<file path="src/hdl/cwct_pkg.sv">
// shared definitions for the code write count tracker
// item kind codes, row geometry, default sizes and controller/datapath structs
package cwct_pkg;

	// field widths fixed by the item format
	localparam int KIND_W = 2;
	localparam int ADDR_W = 16;
	localparam int LEN_W  = 13;
	localparam int CNT_W  = 8;

	// item kinds
	localparam logic [KIND_W-1:0] KIND_MARK  = 2'd0;
	localparam logic [KIND_W-1:0] KIND_QUERY = 2'd1;
	localparam logic [KIND_W-1:0] KIND_CLEAR = 2'd2;

	// counter limit after reset
	localparam logic [CNT_W-1:0] LIMIT_RESET = 8'd255;

	// one memory row holds the counters of 32 consecutive bytes
	localparam int ROW_SHIFT = 5;
	localparam int ROW_BYTES = 1 << ROW_SHIFT;

	// default sizes
	localparam int DEF_ADDR_BITS = 16;
	localparam int DEF_PAGE_BITS = 12;
	localparam int DEF_MAX_RANGE = 4096;

	// controller to datapath commands
	typedef struct packed {
		logic load;        // capture a new item
		logic step_read;   // read the next row of the range and advance
		logic mark_write;  // write back the incremented row
		logic check;       // fold the read row into the query result
		logic clr_step;    // write one zero row and advance the clear pointer
		logic out_load;    // move the result into the output register
	} cwct_cmd_t;

	// datapath to controller status
	typedef struct packed {
		logic rem_zero;    // no bytes of the range left
		logic page_last;   // clear pointer sits on the last row of its page
		logic sweep_last;  // clear pointer sits on the last row of memory
	} cwct_stat_t;

endpackage

</file>
<file path="src/hdl/cwct_ctrl.sv">
// controller of the code write count tracker: reset sweep, per item sequencing,
// input and output handshakes
// depends on cwct_pkg
module cwct_ctrl import cwct_pkg::*; (
	input  logic              clk,
	input  logic              arst_n,
	input  logic              in_valid,
	output logic              in_ready,
	input  logic [KIND_W-1:0] kind,
	output logic              out_valid,
	input  logic              out_ready,
	input  cwct_stat_t        stat,
	output cwct_cmd_t         cmd
);

	localparam logic [2:0] ST_SWEEP = 3'd0;
	localparam logic [2:0] ST_IDLE  = 3'd1;
	localparam logic [2:0] ST_READ  = 3'd2;
	localparam logic [2:0] ST_MARK  = 3'd3;
	localparam logic [2:0] ST_CHECK = 3'd4;
	localparam logic [2:0] ST_CLEAR = 3'd5;
	localparam logic [2:0] ST_DONE  = 3'd6;

	logic [2:0]        state_q;
	logic [2:0]        state_nx;
	logic [KIND_W-1:0] kind_q;
	logic              out_valid_q;
	logic              accept;

	assign in_ready = (state_q == ST_IDLE);
	assign accept   = in_valid && in_ready;

	// next state and commands
	always_comb begin
		state_nx = state_q;
		cmd      = '0;
		unique case (state_q)
			ST_SWEEP: begin
				cmd.clr_step = 1'b1;
				if (stat.sweep_last) begin
					state_nx = ST_IDLE;
				end
			end
			ST_IDLE: begin
				if (in_valid) begin
					cmd.load = 1'b1;
					case (kind) inside
						KIND_MARK, KIND_QUERY: state_nx = ST_READ;
						KIND_CLEAR:            state_nx = ST_CLEAR;
						default:               state_nx = ST_DONE;
					endcase
				end
			end
			ST_READ: begin
				if (stat.rem_zero) begin
					state_nx = ST_DONE;
				end else begin
					cmd.step_read = 1'b1;
					state_nx = (kind_q == KIND_MARK) ? ST_MARK : ST_CHECK;
				end
			end
			ST_MARK: begin
				cmd.mark_write = 1'b1;
				state_nx = ST_READ;
			end
			ST_CHECK: begin
				cmd.check = 1'b1;
				state_nx = ST_READ;
			end
			ST_CLEAR: begin
				cmd.clr_step = 1'b1;
				if (stat.page_last) begin
					state_nx = ST_DONE;
				end
			end
			ST_DONE: begin
				if (!out_valid_q || out_ready) begin
					cmd.out_load = 1'b1;
					state_nx = ST_IDLE;
				end
			end
			default: begin
				state_nx = ST_IDLE;
			end
		endcase
	end

	// state, captured kind and output valid
	always_ff @(posedge clk or negedge arst_n) begin
		if (!arst_n) begin
			state_q     <= ST_SWEEP;
			kind_q      <= KIND_MARK;
			out_valid_q <= 1'b0;
		end else begin
			state_q <= state_nx;
			if (accept) begin
				kind_q <= kind;
			end
			if (cmd.out_load) begin
				out_valid_q <= 1'b1;
			end else if (out_ready) begin
				out_valid_q <= 1'b0;
			end
		end
	end

	assign out_valid = out_valid_q;

	// one item at a time: nothing is taken right after a transaction
	a_one_item: assert property (@(posedge clk) disable iff (!arst_n)
		accept |=> !in_ready)
		else $error("input accepted while an item is in work");

	// a result never overwrites one that is still waiting
	a_no_overwrite: assert property (@(posedge clk) disable iff (!arst_n)
		cmd.out_load |-> (!out_valid_q || out_ready))
		else $error("result register overwritten before transaction");

	// a waiting result stays valid until its transaction
	a_out_hold: assert property (@(posedge clk) disable iff (!arst_n)
		(out_valid && !out_ready) |=> out_valid)
		else $error("result dropped before transaction");

endmodule

</file>
<file path="config.mk">
export PLATFORM = sky130hd
export DESIGN_NAME = cwct_ctrl
export DESIGN_NICKNAME = d
export VERILOG_FILES = /design/src/hdl/cwct_pkg.sv /design/src/hdl/cwct_ctrl.sv
export SDC_FILE = /design/constraint.sdc
export NUM_CORES = 1
export LEC_CHECK = 0
export ABC_AREA = 1
export BUFFER_PORTS_ARGS = -buffer_cell sky130_fd_sc_hd__buf_2
export CAP_MARGIN = 20
export CORE_UTILIZATION = 40
export DETAILED_ROUTE_END_ITERATION = 8
export PLACE_DENSITY = 0.7
export SYNTH_ARGS = -nofsm -noshare
export SYNTH_HDL_FRONTEND = slang
export SYNTH_SLANG_ARGS = --single-unit
export TNS_END_PERCENT = 20
</file>
<file path="constraint.sdc">
create_clock -name clk -period 1.35 [get_ports clk]
set_clock_uncertainty 0.2 [all_clocks]
set_input_delay 0.0675 -clock clk [delete_from_list [all_inputs] [get_ports clk]]
set_output_delay 0.0675 -clock clk [all_outputs]
set_load 0.02 [all_outputs]
</file>
==> impl_metrics.py <==
metrics = {
    "critical_path": {
        "r2r_start": "state_q[1]",
        "rrSetupSlack_ns": -0.07,
        "cp_slowest_cell": "dfrtp_1",
        "crit_family": "flip-flops",
        "endpoint_kind": "output port",
        "start_kind": "flip-flop",
        "critPathMaxStageDelay_ns": 0.39,
        "critPathMaxFanout": 6,
        "worst-setup-path-type": "flip-flop to output port",
        "r2r_end": "state_q[0]",
        "arrival_ns": 1.26,
        "path_cells": "buf_12 > inv_8 > nand2_8 > nor2_8 > nand2_4 > inv_2 > buf_6",
        "rr_worst_depth": 9,
        "required_ns": 1.08,
        "critPathBufInv": 4,
    },
    "clock_network": {
        "numCtsBuffers": 3,
        "clock_sinks": 6,
        "clock_latency_ns": 0.25,
        "cts_tree": "done",
        "clkTransAtPathRegs_ns": 0.05,
        "clock_path_buffers": 2,
        "cts_root_buffer": "clkbuf_4",
        "ctsHtreeMaxLevel": 1,
        "cts_hold_buffers": 6,
    },
    "flow_run": {
        "maxCapViolations": 0,
    },
    "drt": {
        "drt_iter0_markers": 16,
        "wl_microns": 1410,
        "ant_nets": 0,
        "drt_first_pass_iters": 6,
        "vias_per_cell": 4.57,
        "drc": 2,
        "vias": 590,
        "wire_per_inst_microns": 11.0,
    },
    "timing": {
        "rsz0062_at_grt": "yes",
        "hold_viol": 1,
        "holdWs_ns": -0.107,
        "max_freq_mhz": 656,
        "relSlewSlack_pct": 79.9,
        "finalSetupTns_ns": -1.12,
        "worstMarginPinSlew_ns": 0.300,
        "fin_crit_sh_pct": 113,
        "layout_min_cycle_time_ns": 1.52,
        "worst_slack_ns": -0.175,
        "maxSlewViolCount": 0,
        "setup_viol_count_final": 11,
    },
    "global_routing": {
        "grt_pass1_wl_microns": 2020,
        "track_usage_pct": 20.8,
        "grt_start_max_net_pins": 10,
        "grt_pass1_vias": 496,
        "antenna_found_initial": 0,
        "top_usage_layer": "met2",
        "grt_use_met2_pct": 34.6,
        "use_met3_pct": 12.1,
        "grt_util_met1_pct": 21.1,
        "overflow": 0,
    },
    "layout": {
        "nets": 125,
        "multi_input_area_sq_um": 343,
        "finish.utilization_pct": 69.3,
        "register_area_sq_um": 150,
        "drive_above_1_share_pct": 44.7,
        "n_fill_cell": 127,
        "area_growth_pct": 63.1,
        "final_area_sq_um": 902,
        "num_antenna_cells": 0,
    },
    "pwr": {
        "ir_drop_mv": 1.14,
        "p_per_area_nw_per_um2": 2140,
        "p_leak_nw": 0.503,
    },
    "min_path": {
        "hp-class": "input pin to flip-flop",
        "hold_end": "out_valid",
        "hold_path_startpoint": "out_ready",
        "min_delay_path_depth": 4,
    },
    "logic_synthesis": {
        "synth_seq_cells": 6,
        "postSynthCellCount": 80,
        "synth-seq-area-share_pct": 27.1,
        "synth_area_leader_cell": "dfrtp_1",
        "ys_top_cells_by_area": "dfrtp_1 (27%), nand2_1 (15%), nor2_1 (7.5%)",
        "synth_cell_types": 22,
        "syn_nets": 89,
        "yosys_warnings": 0,
        "syn_avg_cell_area_sq_um": 6.91,
        "synthesis.area_sq_um": 553,
        "yosysTopAreaCellShare_pct": 27.1,
    },
    "place": {
        "detailed_place.area_sq_um": 702,
        "portBuffers": 16,
        "gp_congestion": 0.838,
        "hpwl_microns": 976,
    },
    "floorplan": {
        "ios": 17,
        "dieArea_sq_um": 1540,
        "row_count": 13,
        "die_w_microns": 39.2,
        "chipHeight_microns": 39.2,
        "initial_utilization_pct": 42.5,
        "coreArea_sq_um": 1300,
    },
    "run_status": {
        "failed_checks": "design-rule violations, negative hold slack, negative setup slack",
        "status": "complete, but fails checks",
    },
}
==> what timing repair did <==
action,4_1_cts,5_1_grt
setup endpoints to repair,7,12
setup buffers,4,1
resized for setup,11,10
hold endpoints to repair,10,1
pin swaps,5,2
==> power by group <==
part	total, mW	leakage [nW]	internal (mW)	switching [mW]
clock	0.170	0.0138	0.101	0.0695
combinational	1.44	0.412	0.663	0.777
sequential	0.324	0.0767	0.260	0.0642
==> layout make-up <==
cell class	instances	area share, %
sequential	6	16.6
multi-input combinational	56	38.0
inverter	14	7.21
timing repair buffer	35	33.6
tap	15	2.08
clock buffer	3	2.50
==> cells in the mapped netlist <==
master and instances:
inv_6 1, nand3b_2 1, dfrtp_1 6, nand2_4 1, nor2_8 1, inv_1 10
o21ai_0 1, nand2_2 3, inv_2 1, nand3_2 2, nand2_1 22, nor2_4 2
nor3_1 1, nand3_1 4, buf_6 3, o21ai_1 2, inv_4 2, a21oi_1 3
nor2_1 11, nor4_1 1, nor3_2 1, buf_4 1
==> state kept, by name, indices dropped and copies added, names as in the netlist <==
signal     flops
out_valid      1
kind_q         2
state_q        3
==> worst max path at each step <==
stage                 end  startpoint  cells past startpoint  slack, ns
2_1_floorplan  state_q[1]  state_q[1]                      7      -0.01
4_1_cts            cmd[5]  state_q[1]                      7      -0.19
3_5_place_dp   state_q[0]  state_q[0]                      7       0.02
5_1_grt            cmd[5]  state_q[1]                      7      -0.24
3_3_place_gp   state_q[0]  state_q[2]                      6       0.03
6_report           cmd[5]  state_q[1]                      7      -0.17
==> cells in the final DEF (no fill, tap or decap), types with 4 or more instances in the layout <==
master         Yosys  final
buf_2              0      9
buf_4              1     12
buf_6              3      6
dfrtp_1            6      6
dlygate4sd3_1      0      6
inv_1             10     10
nand2_1           22     22
nand3_1            4      4
nor2_1            11      9
==> worst min-delay path, delay by kind of cell <==
| family | cells | cell delay, ns |
|---|---|---|
| buf+inv | 2 | 0.10 |
| simple gates | 2 | 0.14 |
==> logic make-up after synthesis <==
logic type / after synthesis / share of synthesized area, %
buffers and inverters: 18 / 18.8
and+or+nand+nor: 50 / 48.6
DFF: 6 / 27.1
AOI/OAI and AO/OA: 6 / 5.43
==> routing by layer <==
metal | part of all wire [%] | up-vias
met4 | 0.57 | 0
met2 | 52 | 18
met5 | 0 | -
met3 | 5.7 | 2
met1 | 42 | 257
li1 | - | 313
==> stage by stage <==
stage	hold slack (ns)	cells	power, mW	setup slack, ns
4_1_cts	-0.106	128	1.85	-0.193
3_3_place_gp	-0.296	115	1.45	0.0346
2_1_floorplan	-0.428	80	1.15	-0.00986
6_report	-0.107	129	1.93	-0.175
5_1_grt	-0.0903	129	2.08	-0.235
3_5_place_dp	-0.295	115	1.47	0.0208
Note: power is estimated with default switching activity, not from simulation.
